===== src/irac_pkg.sv =====
// Shared types, frame constants and settings checks for the IR AC frame transmitter.
package irac_pkg;

	localparam int unsigned REG_W     = 16;
	localparam int unsigned IN_DATA_W = 48;
	localparam int unsigned OUT_DATA_W = 8;
	localparam int unsigned FRAME_W   = 128;
	localparam int unsigned BITPOS_W  = 7;

	localparam logic [REG_W-1:0] HDR_MARK_RST  = 16'd3270;
	localparam logic [REG_W-1:0] HDR_SPACE_RST = 16'd1630;
	localparam logic [REG_W-1:0] SHORT_RST     = 16'd411;
	localparam logic [REG_W-1:0] LONG_RST      = 16'd1241;

	typedef enum logic [1:0] {
		REG_HDR_MARK  = 2'd0,
		REG_HDR_SPACE = 2'd1,
		REG_SHORT     = 2'd2,
		REG_LONG      = 2'd3
	} reg_idx_t;

	localparam logic [7:0] PREFIX_BYTES [8] = '{
		8'b0001_0100, 8'b0110_0011, 8'h00, 8'h10,
		8'h10, 8'b1111_1110, 8'b0000_1001, 8'b0011_0001
	};
	localparam logic [7:0] CMD_CODES [4] = '{8'h02, 8'b0110_1100, 8'h09, 8'h39};
	localparam logic [7:0] FILL_BYTE   = 8'b0010_0000;
	localparam logic [7:0] CSUM_BASE   = 8'd158;

	localparam logic [BITPOS_W-1:0] LAST_BIT_SHORT = 7'd55;
	localparam logic [BITPOS_W-1:0] LAST_BIT_LONG  = 7'd127;

	localparam logic [5:0] TEMP_MIN = 6'd20;
	localparam logic [5:0] TEMP_MAX = 6'd44;
	localparam logic [2:0] CODE_MAX = 3'd4;

	typedef enum logic [2:0] {
		TMR_NONE   = 3'd0,
		TMR_SLEEP  = 3'd1,
		TMR_OFF    = 3'd2,
		TMR_ON     = 3'd3,
		TMR_ON_OFF = 3'd4
	} timer_kind_t;

	typedef struct packed {
		logic        start_req;
		logic        long_frame;
		logic [1:0]  command;
		logic [5:0]  temperature;
		logic        power_on;
		logic [2:0]  timer_kind;
		logic [2:0]  run_mode;
		logic        swing;
		logic [2:0]  fan_level;
		logic        off_flag;
		logic [10:0] off_minutes;
		logic [11:0] on_minutes;
	} in_fields_t;

	typedef struct packed {
		logic               ok;
		logic [FRAME_W-1:0] bits;
	} frame_build_t;

	function automatic logic [7:0] fixed_sum();
		logic [7:0] s;
		s = FILL_BYTE;
		for (int i = 0; i < 8; i++) s = s + PREFIX_BYTES[i];
		return s;
	endfunction

	localparam logic [7:0] FIXED_SUM = fixed_sum();

	function automatic logic sleep_ok(input logic [11:0] v);
		return v == 12'd30 || v == 12'd60 || v == 12'd120 || v == 12'd180 ||
			v == 12'd300 || v == 12'd420 || v == 12'd540;
	endfunction

	// multiple of 30 up to 600, or of 60 up to 720
	function automatic logic onoff_ok(input logic [11:0] v);
		logic ok;
		ok = 1'b0;
		for (int k = 0; k <= 24; k++) begin
			if (v == 12'(30 * k) && (k <= 20 || k[0] == 1'b0)) ok = 1'b1;
		end
		return ok;
	endfunction

endpackage


===== src/ir_ac_tx_frame.sv =====
// Frame builder: settings check, byte packing and checksum for one start request.
module ir_ac_tx_frame (
	input  irac_pkg::in_fields_t   fields,
	output irac_pkg::frame_build_t build
);
	import irac_pkg::*;

	logic [11:0] off_w;
	logic [11:0] on_w;
	logic        range_ok;
	logic        timer_ok;
	logic [7:0]  b8, b9, b10, b11, b12, b13, b15, cmd;
	logic [7:0]  var_sum;

	assign off_w = {1'b0, fields.off_minutes};
	assign on_w  = fields.on_minutes;

	assign range_ok = fields.temperature >= TEMP_MIN && fields.temperature <= TEMP_MAX &&
		fields.timer_kind <= CODE_MAX && fields.run_mode <= CODE_MAX &&
		fields.fan_level <= CODE_MAX;

	always_comb begin
		timer_ok = 1'b0;
		unique case (timer_kind_t'(fields.timer_kind))
			TMR_NONE:   timer_ok = on_w == '0 && off_w == '0;
			TMR_SLEEP:  timer_ok = fields.off_flag && on_w == '0 && sleep_ok(off_w);
			TMR_OFF:    timer_ok = !fields.off_flag && on_w == '0 && onoff_ok(off_w);
			TMR_ON:     timer_ok = off_w == '0 && !fields.off_flag && onoff_ok(on_w);
			TMR_ON_OFF: timer_ok = off_w != '0 && on_w != '0 && onoff_ok(off_w) &&
				onoff_ok(on_w);
			default:    timer_ok = 1'b0;
		endcase
	end

	assign b8  = {fields.temperature, 1'b0, fields.power_on};
	assign b9  = {1'b0, fields.timer_kind, 1'b0, fields.run_mode};
	assign b10 = {3'b000, fields.swing, 1'b0, fields.fan_level};
	assign b11 = fields.off_minutes[7:0];
	assign b12 = {fields.on_minutes[3:0], fields.off_flag, fields.off_minutes[10:8]};
	assign b13 = fields.on_minutes[11:4];
	assign var_sum = b8 + b9 + b10 + b11 + b12 + b13;
	assign b15 = CSUM_BASE - FIXED_SUM - var_sum;
	assign cmd = CMD_CODES[fields.command];

	always_comb begin
		build.ok = range_ok && timer_ok;
		if (fields.long_frame) begin
			build.bits = {b15, FILL_BYTE, b13, b12, b11, b10, b9, b8,
				PREFIX_BYTES[7], PREFIX_BYTES[6], PREFIX_BYTES[5], PREFIX_BYTES[4],
				PREFIX_BYTES[3], PREFIX_BYTES[2], PREFIX_BYTES[1], PREFIX_BYTES[0]};
		end else begin
			build.bits = {72'd0, ~cmd, cmd,
				PREFIX_BYTES[4], PREFIX_BYTES[3], PREFIX_BYTES[2],
				PREFIX_BYTES[1], PREFIX_BYTES[0]};
		end
	end

endmodule


===== src/ir_ac_frame_transmitter_core.sv =====
// Top level: tick stream in, per-tick mark/status words out, APB timing registers.
//
//  channel | direction | handshake               | payload
//  s_*     | in        | s_tvalid / s_tready     | tick word: start, kind, settings
//  m_*     | out       | m_tvalid / m_tready     | mark, busy_res, rejected; frame_done on tlast
//  apb     | in        | psel, penable, pready=1 | four 16-bit timing registers
//
// One word per cycle sustained unless m_tready stalls; each word passes the input register, then the result register.
// Frame building, settings check and the segment counter sit in one stage.
// arst_n clears control state and loads the timing reset values.
// A stall on m_tready holds the result register; s_tready drops only when both
// stages are full.
module ir_ac_frame_transmitter_core (
	input  logic                               clk,
	input  logic                               arst_n,
	input  logic                               s_tvalid,
	output logic                               s_tready,
	// command[1:0], temperature[7:2], power_on[8], timer_kind[11:9], run_mode[14:12],
	// swing[15], fan_level[18:16], off_flag[19], off_minutes[30:20], on_minutes[42:31]
	input  logic [irac_pkg::IN_DATA_W-1:0]     s_tdata,
	// start_req[0], long_frame[1]
	input  logic [1:0]                         s_tuser,
	output logic                               m_tvalid,
	input  logic                               m_tready,
	// mark[0], busy_res[1], rejected[2]
	output logic [irac_pkg::OUT_DATA_W-1:0]    m_tdata,
	// frame_done
	output logic                               m_tlast,
	input  logic                               psel,
	input  logic                               penable,
	input  logic                               pwrite,
	input  logic [3:0]                         paddr,
	input  logic [31:0]                        pwdata,
	output logic [31:0]                        prdata,
	output logic                               pready
);
	import irac_pkg::*;

	typedef enum logic [2:0] {
		PH_IDLE   = 3'd0,
		PH_HMARK  = 3'd1,
		PH_HSPACE = 3'd2,
		PH_BMARK  = 3'd3,
		PH_BSPACE = 3'd4,
		PH_TRAIL  = 3'd5
	} phase_t;

	logic [REG_W-1:0] hdr_mark_q, hdr_space_q, short_q, long_q;

	logic                 in_valid_s1;
	logic [IN_DATA_W-1:0] in_data_s1;
	logic [1:0]           in_user_s1;

	phase_t              phase_q;
	logic [REG_W-1:0]    tick_q;
	logic [BITPOS_W-1:0] bitpos_q;
	logic                is_long_q;
	logic [FRAME_W-1:0]  frame_q;

	logic                  out_valid_q;
	logic [OUT_DATA_W-1:0] out_data_q;
	logic                  out_last_q;

	in_fields_t   fields;
	frame_build_t build;
	logic         adv;
	logic         start, start_ok, rej;
	phase_t       ph_e, phase_d;
	logic [REG_W-1:0]    tick_e, tick_d, seg_len;
	logic [BITPOS_W-1:0] bp_e, bp_d, last_bit;
	logic [REG_W:0]      cnt;
	logic         seg_end, active, mark, done;
	logic         cfg_wr;

	// configuration
	assign pready = 1'b1;
	assign cfg_wr = psel && penable && pwrite && pready;

	always_ff @(posedge clk or negedge arst_n) begin
		if (!arst_n) begin
			hdr_mark_q  <= HDR_MARK_RST;
			hdr_space_q <= HDR_SPACE_RST;
			short_q     <= SHORT_RST;
			long_q      <= LONG_RST;
		end else if (cfg_wr) begin
			unique case (reg_idx_t'(paddr[3:2]))
				REG_HDR_MARK:  hdr_mark_q  <= pwdata[REG_W-1:0];
				REG_HDR_SPACE: hdr_space_q <= pwdata[REG_W-1:0];
				REG_SHORT:     short_q     <= pwdata[REG_W-1:0];
				REG_LONG:      long_q      <= pwdata[REG_W-1:0];
				default:       ;
			endcase
		end
	end

	always_comb begin
		unique case (reg_idx_t'(paddr[3:2]))
			REG_HDR_MARK:  prdata = {16'd0, hdr_mark_q};
			REG_HDR_SPACE: prdata = {16'd0, hdr_space_q};
			REG_SHORT:     prdata = {16'd0, short_q};
			REG_LONG:      prdata = {16'd0, long_q};
			default:       prdata = '0;
		endcase
	end

	// input register
	assign adv      = in_valid_s1 && (!out_valid_q || m_tready);
	assign s_tready = !in_valid_s1 || adv;

	always_ff @(posedge clk or negedge arst_n) begin
		if (!arst_n) begin
			in_valid_s1 <= 1'b0;
		end else if (s_tready) begin
			in_valid_s1 <= s_tvalid;
		end
	end

	always_ff @(posedge clk) begin
		if (s_tready && s_tvalid) begin
			in_data_s1 <= s_tdata;
			in_user_s1 <= s_tuser;
		end
	end

	always_comb begin
		fields.start_req   = in_user_s1[0];
		fields.long_frame  = in_user_s1[1];
		fields.command     = in_data_s1[1:0];
		fields.temperature = in_data_s1[7:2];
		fields.power_on    = in_data_s1[8];
		fields.timer_kind  = in_data_s1[11:9];
		fields.run_mode    = in_data_s1[14:12];
		fields.swing       = in_data_s1[15];
		fields.fan_level   = in_data_s1[18:16];
		fields.off_flag    = in_data_s1[19];
		fields.off_minutes = in_data_s1[30:20];
		fields.on_minutes  = in_data_s1[42:31];
	end

	ir_ac_tx_frame u_frame (
		.fields (fields),
		.build  (build)
	);

	// tick step
	assign start    = fields.start_req;
	assign start_ok = start && phase_q == PH_IDLE && (!fields.long_frame || build.ok);
	assign rej      = start && !start_ok;
	assign ph_e     = start_ok ? PH_HMARK : phase_q;
	assign tick_e   = start_ok ? '0 : tick_q;
	assign bp_e     = start_ok ? '0 : bitpos_q;
	assign last_bit = is_long_q ? LAST_BIT_LONG : LAST_BIT_SHORT;

	always_comb begin
		unique case (ph_e)
			PH_HMARK:  seg_len = hdr_mark_q;
			PH_HSPACE: seg_len = hdr_space_q;
			PH_BSPACE: seg_len = frame_q[bp_e] ? long_q : short_q;
			default:   seg_len = short_q;
		endcase
	end

	// a zero length acts as one since cnt starts at one
	assign cnt     = {1'b0, tick_e} + 17'd1;
	assign seg_end = cnt >= {1'b0, seg_len};
	assign active  = ph_e != PH_IDLE;

	always_comb begin
		phase_d = ph_e;
		bp_d    = bp_e;
		tick_d  = tick_e;
		mark    = 1'b0;
		done    = 1'b0;
		if (active) begin
			mark   = ph_e == PH_HMARK || ph_e == PH_BMARK || ph_e == PH_TRAIL;
			tick_d = seg_end ? '0 : cnt[REG_W-1:0];
			if (seg_end) begin
				unique case (ph_e)
					PH_HMARK:  phase_d = PH_HSPACE;
					PH_HSPACE: begin
						phase_d = PH_BMARK;
						bp_d    = '0;
					end
					PH_BMARK:  phase_d = PH_BSPACE;
					PH_BSPACE: begin
						if (bp_e >= last_bit) begin
							phase_d = PH_TRAIL;
						end else begin
							phase_d = PH_BMARK;
							bp_d    = bp_e + 7'd1;
						end
					end
					default: begin
						phase_d = PH_IDLE;
						bp_d    = '0;
						done    = 1'b1;
					end
				endcase
			end
		end
	end

	always_ff @(posedge clk or negedge arst_n) begin
		if (!arst_n) begin
			phase_q   <= PH_IDLE;
			tick_q    <= '0;
			bitpos_q  <= '0;
			is_long_q <= 1'b0;
		end else if (adv) begin
			phase_q  <= phase_d;
			tick_q   <= tick_d;
			bitpos_q <= bp_d;
			if (start_ok) is_long_q <= fields.long_frame;
		end
	end

	always_ff @(posedge clk) begin
		if (adv && start_ok) frame_q <= build.bits;
	end

	// result register
	always_ff @(posedge clk or negedge arst_n) begin
		if (!arst_n) begin
			out_valid_q <= 1'b0;
		end else if (adv) begin
			out_valid_q <= 1'b1;
		end else if (m_tready) begin
			out_valid_q <= 1'b0;
		end
	end

	always_ff @(posedge clk) begin
		if (adv) begin
			out_data_q <= {5'd0, rej, active, mark};
			out_last_q <= done;
		end
	end

	assign m_tvalid = out_valid_q;
	assign m_tdata  = out_data_q;
	assign m_tlast  = out_last_q;

`ifndef SYNTHESIS
	a_idle_clean: assert property (@(posedge clk) disable iff (!arst_n)
		phase_q == PH_IDLE |-> tick_q == '0 && bitpos_q == '0)
		else $error("idle with stale counters");

	a_short_bits: assert property (@(posedge clk) disable iff (!arst_n)
		phase_q != PH_IDLE && !is_long_q |-> bitpos_q <= LAST_BIT_SHORT)
		else $error("short frame ran past its last bit");

	a_busy_reject: assert property (@(posedge clk) disable iff (!arst_n)
		adv && start && phase_q != PH_IDLE |=> out_valid_q && out_data_q[2])
		else $error("start while busy not rejected");

	a_done_busy: assert property (@(posedge clk) disable iff (!arst_n)
		out_valid_q && out_last_q |-> out_data_q[1] && out_data_q[0])
		else $error("frame_done outside a trailing mark");
`endif

endmodule


===== config.mk =====
export PLATFORM = sky130hd
export DESIGN_NAME = ir_ac_frame_transmitter_core
export DESIGN_NICKNAME = d
export VERILOG_FILES = /design/src/irac_pkg.sv /design/src/ir_ac_tx_frame.sv /design/src/ir_ac_frame_transmitter_core.sv
export SDC_FILE = /design/constraint.sdc
export NUM_CORES = 1
export LEC_CHECK = 0
export ABC_AREA = 1
export BUFFER_PORTS_ARGS = -buffer_cell sky130_fd_sc_hd__buf_2
export CORE_ASPECT_RATIO = 1.4
export CORE_UTILIZATION = 58
export CTS_BUF_LIST = sky130_fd_sc_hd__clkbuf_8 sky130_fd_sc_hd__clkbuf_16
export CTS_CLUSTER_DIAMETER = 60
export DETAILED_ROUTE_END_ITERATION = 8
export HOLD_SLACK_MARGIN = 0.03
export MAX_ROUTING_LAYER = met4
export PLACE_DENSITY_LB_ADDON = 0.1
export SLEW_MARGIN = 20
export SYNTH_ARGS = -nofsm -noshare
export SYNTH_HDL_FRONTEND = slang
export SYNTH_SLANG_ARGS = --single-unit

===== constraint.sdc =====
create_clock -name clk -period 14.5 [get_ports clk]
set_input_delay 0 -clock clk [delete_from_list [all_inputs] [get_ports clk]]
set_output_delay 0 -clock clk [all_outputs]
set_load 0.01 [all_outputs]

==> Word level (Yosys, flattened, before mapping) <==
Cells that the tools add are included.
{ "classes": {"addsub": 8, "n_mul": 0, "n_div": 0, "magnitude_cmp": 9, "n_eq_ne": 56, "shifts": 0, "n_mux": 77, "bitwise_logic": 2, "reduce_logical": 56} }
{ "ops": {"columns": ["cell", "count"], "rows": [
  ["one-hot mux 32 bit (4 select lines)", 1],
  ["2-to-1 mux 118 bit", 1],
  ["== test 12 x 9 -> 1 bit (second input constant)", 9],
  ["== test 11 x 9 -> 1 bit (second input constant)", 9],
  ["2-to-1 mux 16 bit", 4],
  ["== test 12 x 10 -> 1 bit (second input constant)", 5],
  ["== test 11 x 10 -> 1 bit (second input constant)", 5],
  ["2-to-1 mux 1 bit", 54],
  ["== test 12 x 8 -> 1 bit (second input constant)", 4],
  ["one-hot mux 16 bit (3 select lines)", 1],
  ["== test 11 x 8 -> 1 bit (second input constant)", 4],
  ["2-to-1 mux 7 bit", 5],
  ["adder 8 bit", 3],
  ["== test 12 x 7 -> 1 bit (second input constant)", 2],
  ["logical NOT 12 bit", 2],
  ["nonzero test 12 bit", 2],
  ["logical AND 1 bit", 23],
  ["== test 11 x 7 -> 1 bit (second input constant)", 2],
  ["adder 16 x 1 -> 17 bit (second input constant)", 1],
  ["greater-or-equal comparator 17 x 16 -> 1 bit", 1],
  ["binary-select mux 8 bit (select 2 bit)", 1],
  ["2-to-1 mux 8 bit", 2],
  ["one-hot mux 7 bit (2 select lines)", 1],
  ["== test 12 x 5 -> 1 bit (second input constant)", 1],
  ["33 further kinds", 65]
]} }
{ "word_totals": {"ff_bits": 270, "latchBits": 0, "ramBits": 0, "rom_bits": 0, "inputBits": 93, "out_inout_bits": 44, "elab_cells": 226, "memories": 0} }

==> Longest topological paths before layout <==
{ "logic_depth": {"ltp_word": 39, "ltp_mapped": 49, "ltp_nobuf": 48} }

==> Modules after synthesis <==
Synthesis repeated with hierarchy kept, for this count alone.
{ "unflattened": {"cells_unflattened": 1788, "hier_area_um2": 15484.9} }
{ "modules_own_cells": {"columns": ["module", "n_inst", "cells_each", "area_per_inst_um2"], "rows": [
  ["ir_ac_frame_transmitter_core", 1, 1288, 12678.4],
  ["ir_ac_tx_frame", 1, 500, 2806.4]
]} }

==> Worst setup path before layout <==
Ideal clock, no wire load.
{ "synth_path": {"kind": "reg-to-reg", "startpoint": "reg in_data_s1[23]", "endpoint": "reg tick_q[0]", "setup_time_ns": 0.083, "arrival_ns": 5.051, "path_slack_ns": 9.367, "stages_incl_launch_ff": 46, "period_less_slack_ns": 5.133, "cell_sequence": "edfxtp_1 -> inv_1 -> nand2_2 -> nor2_2 -> nand3_1 -> inv_2 -> nor2_1 -> nand2_1 -> nand2_1 -> nand3_1 -> nand2_1 -> nand2_1 -> nand2_1 -> nand2_1 -> nand2_2 -> nand2_2 -> nand2_4 -> nand2_2 -> [... 10 more ...] -> nand3_1 -> nand3_1 -> nand2_1 -> nand2_1 -> ha_1 -> a21oi_1 -> o21a_1 -> o21ai_0 -> a21oi_1 -> o211ai_1 -> a21oi_1 -> or2_2 -> a21boi_0 -> a311oi_1 -> o21ai_4 -> inv_2 -> nand2_2 -> o21ai_0"} }
{ "synth_via": {"elab_chain_len": 39, "word_cells_on_any_way": 82} }
{ "synth_rtl": {"columns": ["element", "line", "source"], "rows": [
  ["start, declared", "ir_ac_frame_transmitter_core.sv:51", "logic [IN_DATA_W-1:0] in_data_s1;"],
  ["start signal, assigned", "ir_ac_frame_transmitter_core.sv:120", "in_data_s1 <= s_tdata;"],
  ["logical NOT 12 bit", "irac_pkg.sv:84, ir_ac_tx_frame.sv:25, ir_ac_tx_frame.sv:28", null],
  ["2-to-1 mux 1 bit (23 in series)", "irac_pkg.sv:84", "if (v == 12'(30 * k) && (k <= 20 || k[0] == 1'b0)) ok = 1'b1;"],
  ["2-to-1 mux 1 bit", "ir_ac_tx_frame.sv:24", "unique case (timer_kind_t'(fields.timer_kind))"],
  ["logical AND 1 bit (2 in series)", "ir_ac_tx_frame.sv:29", "TMR_ON_OFF: timer_ok = off_w != '0 && on_w != '0 && onoff_ok(off_w) &&"],
  ["one-hot mux 1 bit (5 select lines) *", "ir_ac_tx_frame.sv:24", null],
  ["logical AND 1 bit *", "ir_ac_tx_frame.sv:46", "build.ok = range_ok && timer_ok;"],
  ["logical OR 1 bit *", "ir_ac_frame_transmitter_core.sv:147", "assign start_ok = start && phase_q == PH_IDLE && (!fields.long_frame || build.ok);"],
  ["logical AND 1 bit *", "ir_ac_frame_transmitter_core.sv:147", null],
  ["2-to-1 mux 7 bit", "ir_ac_frame_transmitter_core.sv:151", "assign bp_e = start_ok ? '0 : bitpos_q;"],
  ["binary-select mux 1 bit (select 7 bit)", "ir_ac_frame_transmitter_core.sv:158", "PH_BSPACE: seg_len = frame_q[bp_e] ? long_q : short_q;"],
  ["2-to-1 mux 1 bit (not written as such)", "ir_ac_frame_transmitter_core.sv:158", null],
  ["2-to-1 mux 16 bit", "ir_ac_frame_transmitter_core.sv:158", null],
  ["one-hot mux 16 bit (3 select lines)", "ir_ac_frame_transmitter_core.sv:155", "unique case (ph_e)"],
  ["greater-or-equal comparator 17 x 16 -> 1 bit", "ir_ac_frame_transmitter_core.sv:165", "assign seg_end = cnt >= {1'b0, seg_len};"],
  ["2-to-1 mux 16 bit", "ir_ac_frame_transmitter_core.sv:176", "tick_d = seg_end ? '0 : cnt[REG_W-1:0];"],
  ["2-to-1 mux 16 bit *", "ir_ac_frame_transmitter_core.sv:174", "if (active) begin"],
  ["end signal, assigned", "ir_ac_frame_transmitter_core.sv:211", "tick_q <= tick_d;"],
  ["end, declared", "ir_ac_frame_transmitter_core.sv:55", "logic [REG_W-1:0] tick_q;"]
]} }
Every way passes the cells marked *; elsewhere a longest branch is shown, timed or not. The select of a mux whose other input is x is not followed.
A chain may end at the register's enable or synchronous reset.

==> Worst setup path after layout <==
Same ends and word-level chain as after synthesis.

==> results.yml <==
status:
  status: "completed"
global_route:
  top_usage_layer: "met2"
  grtUsageTotal_pct: 29.2
  use_met2_pct: 54.9
  grt_remaining_overflow: 0
  grt_max_degree: 70
  grt_pass1_wl_mm: 49.4
  grtUsageMet3_pct: 3.20
  grt_pass1_vias: 10300
  met1_usage_pct: 29.5
  antenna_found_initial: 0
critical_path:
  rr_endpoint: "tick_q[0]$_DFFE_PN0P_"
  cp_slowest_cell: "nand2_2"
  cp_top_family: "simple AND/OR/NAND/NOR gates"
  reg2reg_slack_ns: 7.15
  r2r_start: "in_data_s1[23]$_DFFE_PP_"
  critPathMostFrequentCell: "nand2_1"
  crit_buf_inv: 4
  cp_max_fo: 33
  cpPeakStageDelay_ns: 0.62
  arrival_ns: 7.77
  critPathLaunchType: "flip-flop"
  ff2ff_path_depth: 42
  worstSetupEndpointType: "flip-flop"
  critical_path_class: "flip-flop to flip-flop"
  worst-endpoint-required_ns: 14.92
synth:
  syn_area_per_cell_um2: 8.25
  syn-cell-area_mm2: 0.0125
  yosys.area.top_type: "edfxtp_1"
  synth-edff-count: 112
  yosysWarnings: 0
  synth_flop_cell: "edfxtp_1"
  synth_top_area_share_pct: 26.8
  synthCells: 1518
  synth-seq-cells: 205
  async_flop_share_pct: 45.4
  ys_seq_area_share_pct: 45.7
  synthTopCellsByArea: "edfxtp_1 27%, dfrtp_1 14%, nand2_1 12%"
  yosysUniqueCellTypes: 50
cts:
  cts-buffers-inserted: 22
  post-cts-setup-buffer-count: 0
  clkSinkCount: 205
  h-tree-depth: 1
  clkTransAtPathRegs_ns: 0.06
  worstSkewPairLatency_ns: 0.51
  clock_tree.buffer_depth: 3
  cts_root_buf: "clkbuf_16"
  cts_tree: "yes"
finish:
  area_delta_synth_final_pct: 15.4
  n_antenna_cell: 0
  multi_input_area_mm2: 0.00558
  n_fill_cell: 1692
  final_area_mm2: 0.0145
  seq_area_mm2: 0.00572
  drive_above_1_share_pct: 14.2
  fin_nets: 1809
die:
  die_w_um: 126
  core_mm2: 0.0212
  rows: 63
  start_util_pct: 59.1
  dieHeight_um: 176
  dieArea_mm2: 0.0222
  io_pins: 137
min_path:
  worstHoldPathType: "input pin to flip-flop"
  min_to: "in_data_s1[31]$_DFFE_PP_"
  worstHoldStart: "s_tdata[31]"
  hold_depth: 2
power_and_ir_drop:
  power.density_mw_per_mm2: 172
  p_leak_nw: 6.95
  peakVddDrop_v: 0.000111
timing:
  tightest_slew_ns: 1.09
  final.setup.tns_ns: 0
  final_max_slew_viol_count: 0
  layout_min_cycle_time_ns: 7.35
  relSlewSlack_pct: 27.3
  clock.fmax_ghz: 0.136
  rsz0062_at_grt: "no"
  hold_viol: 0
  period_share_pct: 50.7
  skew_ns: 0.0129
  final-setup-viol-count: 0
drt:
  finalWirelength_mm: 30.6
  wl_per_cell_um: 15.8
  drc_errors: 0
  ant_nets: 0
  drtPass1Iterations: 5
  drt-initial-drc-count: 709
  via_count: 10500
  vias_per_cell: 5.41
placed_design:
  dp_hpwl_mm: 21.0
  place.gp.congestion: 0.946
  portBuffers: 91
  dpl_cell_area_mm2: 0.0130
job:
  max_cap_violations: 0
==> cells in the final DEF (no fill, tap or decap), types with 22 or more instances in the layout <==
master and n:
edfxtp_1 112, o21ai_0 92, nand3_1 146, a21oi_1 35, nand2_1 409, dfstp_2 25, dfrtp_1 68, inv_1 214
nor2_1 74, buf_2 90, conb_1 22, dlygate4sd3_1 67, clkbuf_16 23, ha_1 39
==> sequential cells by signal (all words and copies together) (netlist names) <==
| name | flops |
|---|---|
| hdr_space_q | 16 |
| long_q | 16 |
| in_valid_s1 | 1 |
| frame_q | 63 |
| bitpos_q | 7 |
| in_user_s1 | 2 |
| m_tvalid | 1 |
| m_tlast | 1 |
| phase_q | 3 |
| is_long_q | 1 |
| m_tdata | 3 |
| short_q | 16 |
| in_data_s1 | 43 |
| hdr_mark_q | 16 |
| tick_q | 16 |
==> worst max path at each step <==
stage | slack [ns] | endpoint | from | depth (start not counted)
after floorplan | 9.37 | tick_q[0]$_DFFE_PN0P_ | in_data_s1[23]$_DFFE_PP_ | 45
after global placement | 7.29 | tick_q[0]$_DFFE_PN0P_ | in_data_s1[23]$_DFFE_PP_ | 42
after detailed placement | 7.20 | tick_q[0]$_DFFE_PN0P_ | in_data_s1[23]$_DFFE_PP_ | 42
after CTS | 7.17 | tick_q[0]$_DFFE_PN0P_ | in_data_s1[23]$_DFFE_PP_ | 42
after global routing | 6.50 | tick_q[0]$_DFFE_PN0P_ | in_data_s1[23]$_DFFE_PP_ | 42
final | 7.15 | tick_q[0]$_DFFE_PN0P_ | in_data_s1[23]$_DFFE_PP_ | 42
==> synth_stat cells (25+ instances only) <==
library cell  count
dfrtp_1          68
ha_1             39
dfstp_2          25
nand3_1         146
inv_1           214
edfxtp_1        112
nor2_1           75
nand2_1         409
clkbuf_1         33
o21ai_0          92
a21oi_1          35
buf_4            27
==> where the power goes <==
| group | leakage (nW) | switching (mW) | internal (mW) |
|---|---|---|---|
| combinational | 4.40 | 0.735 | 0.387 |
| sequential | 2.19 | 0.0668 | 0.737 |
| clock | 0.361 | 0.229 | 0.340 |
| total | 6.95 | 1.03 | 1.46 |
==> layout make-up <==
class                      instances  area share [%]
multi-input combinational       1024            38.6
inverter                         235            6.10
timing repair buffer             169            8.46
sequential                       205            39.6
clock buffer                      23            3.98
clock inverter                    17            1.09
tap                              260            2.25
==> per-stage QoR <==
stage | total power, mW | std cells | setup slack [ns] | util (%) | hold WS [ns]
after floorplan | 1.64 | 1538 | 9.37 | - | -0.296
after global placement | 1.88 | 1825 | 7.29 | 61.5 | -0.0660
after detailed placement | 1.91 | 1825 | 7.20 | 61.5 | -0.0638
after CTS | 2.50 | 1933 | 7.17 | 68.2 | 0.184
after global routing | 2.67 | 1933 | 6.50 | 68.2 | 0.191
final | 2.49 | 1933 | 7.15 | 68.2 | 0.202
==> cells by family after synthesis <==
family / synth area share, %
fa+ha+maj: 7.09
buf+inv: 10.5
other cells: 0.0599
xor+xnor: 1.54
compound gates: 9.40
simple gates: 25.7
flops: 45.7
==> per-layer routing <==
layer  share of wire, %  up-vias
met5                  0        -
met4                4.7        0
met3                4.3       86
met2                 54      315
met1                 37     4868
li1                   -     5186
==> repair_timing <==
| item | CTS | global route |
|---|---|---|
| gates resized for setup | 0 | 0 |
| hold buffers | 68 | 0 |
| endpoints found under the hold margin | 135 | 0 |
| setup endpoints to repair | 0 | 0 |
Note: power is estimated with default switching activity, not from simulation.
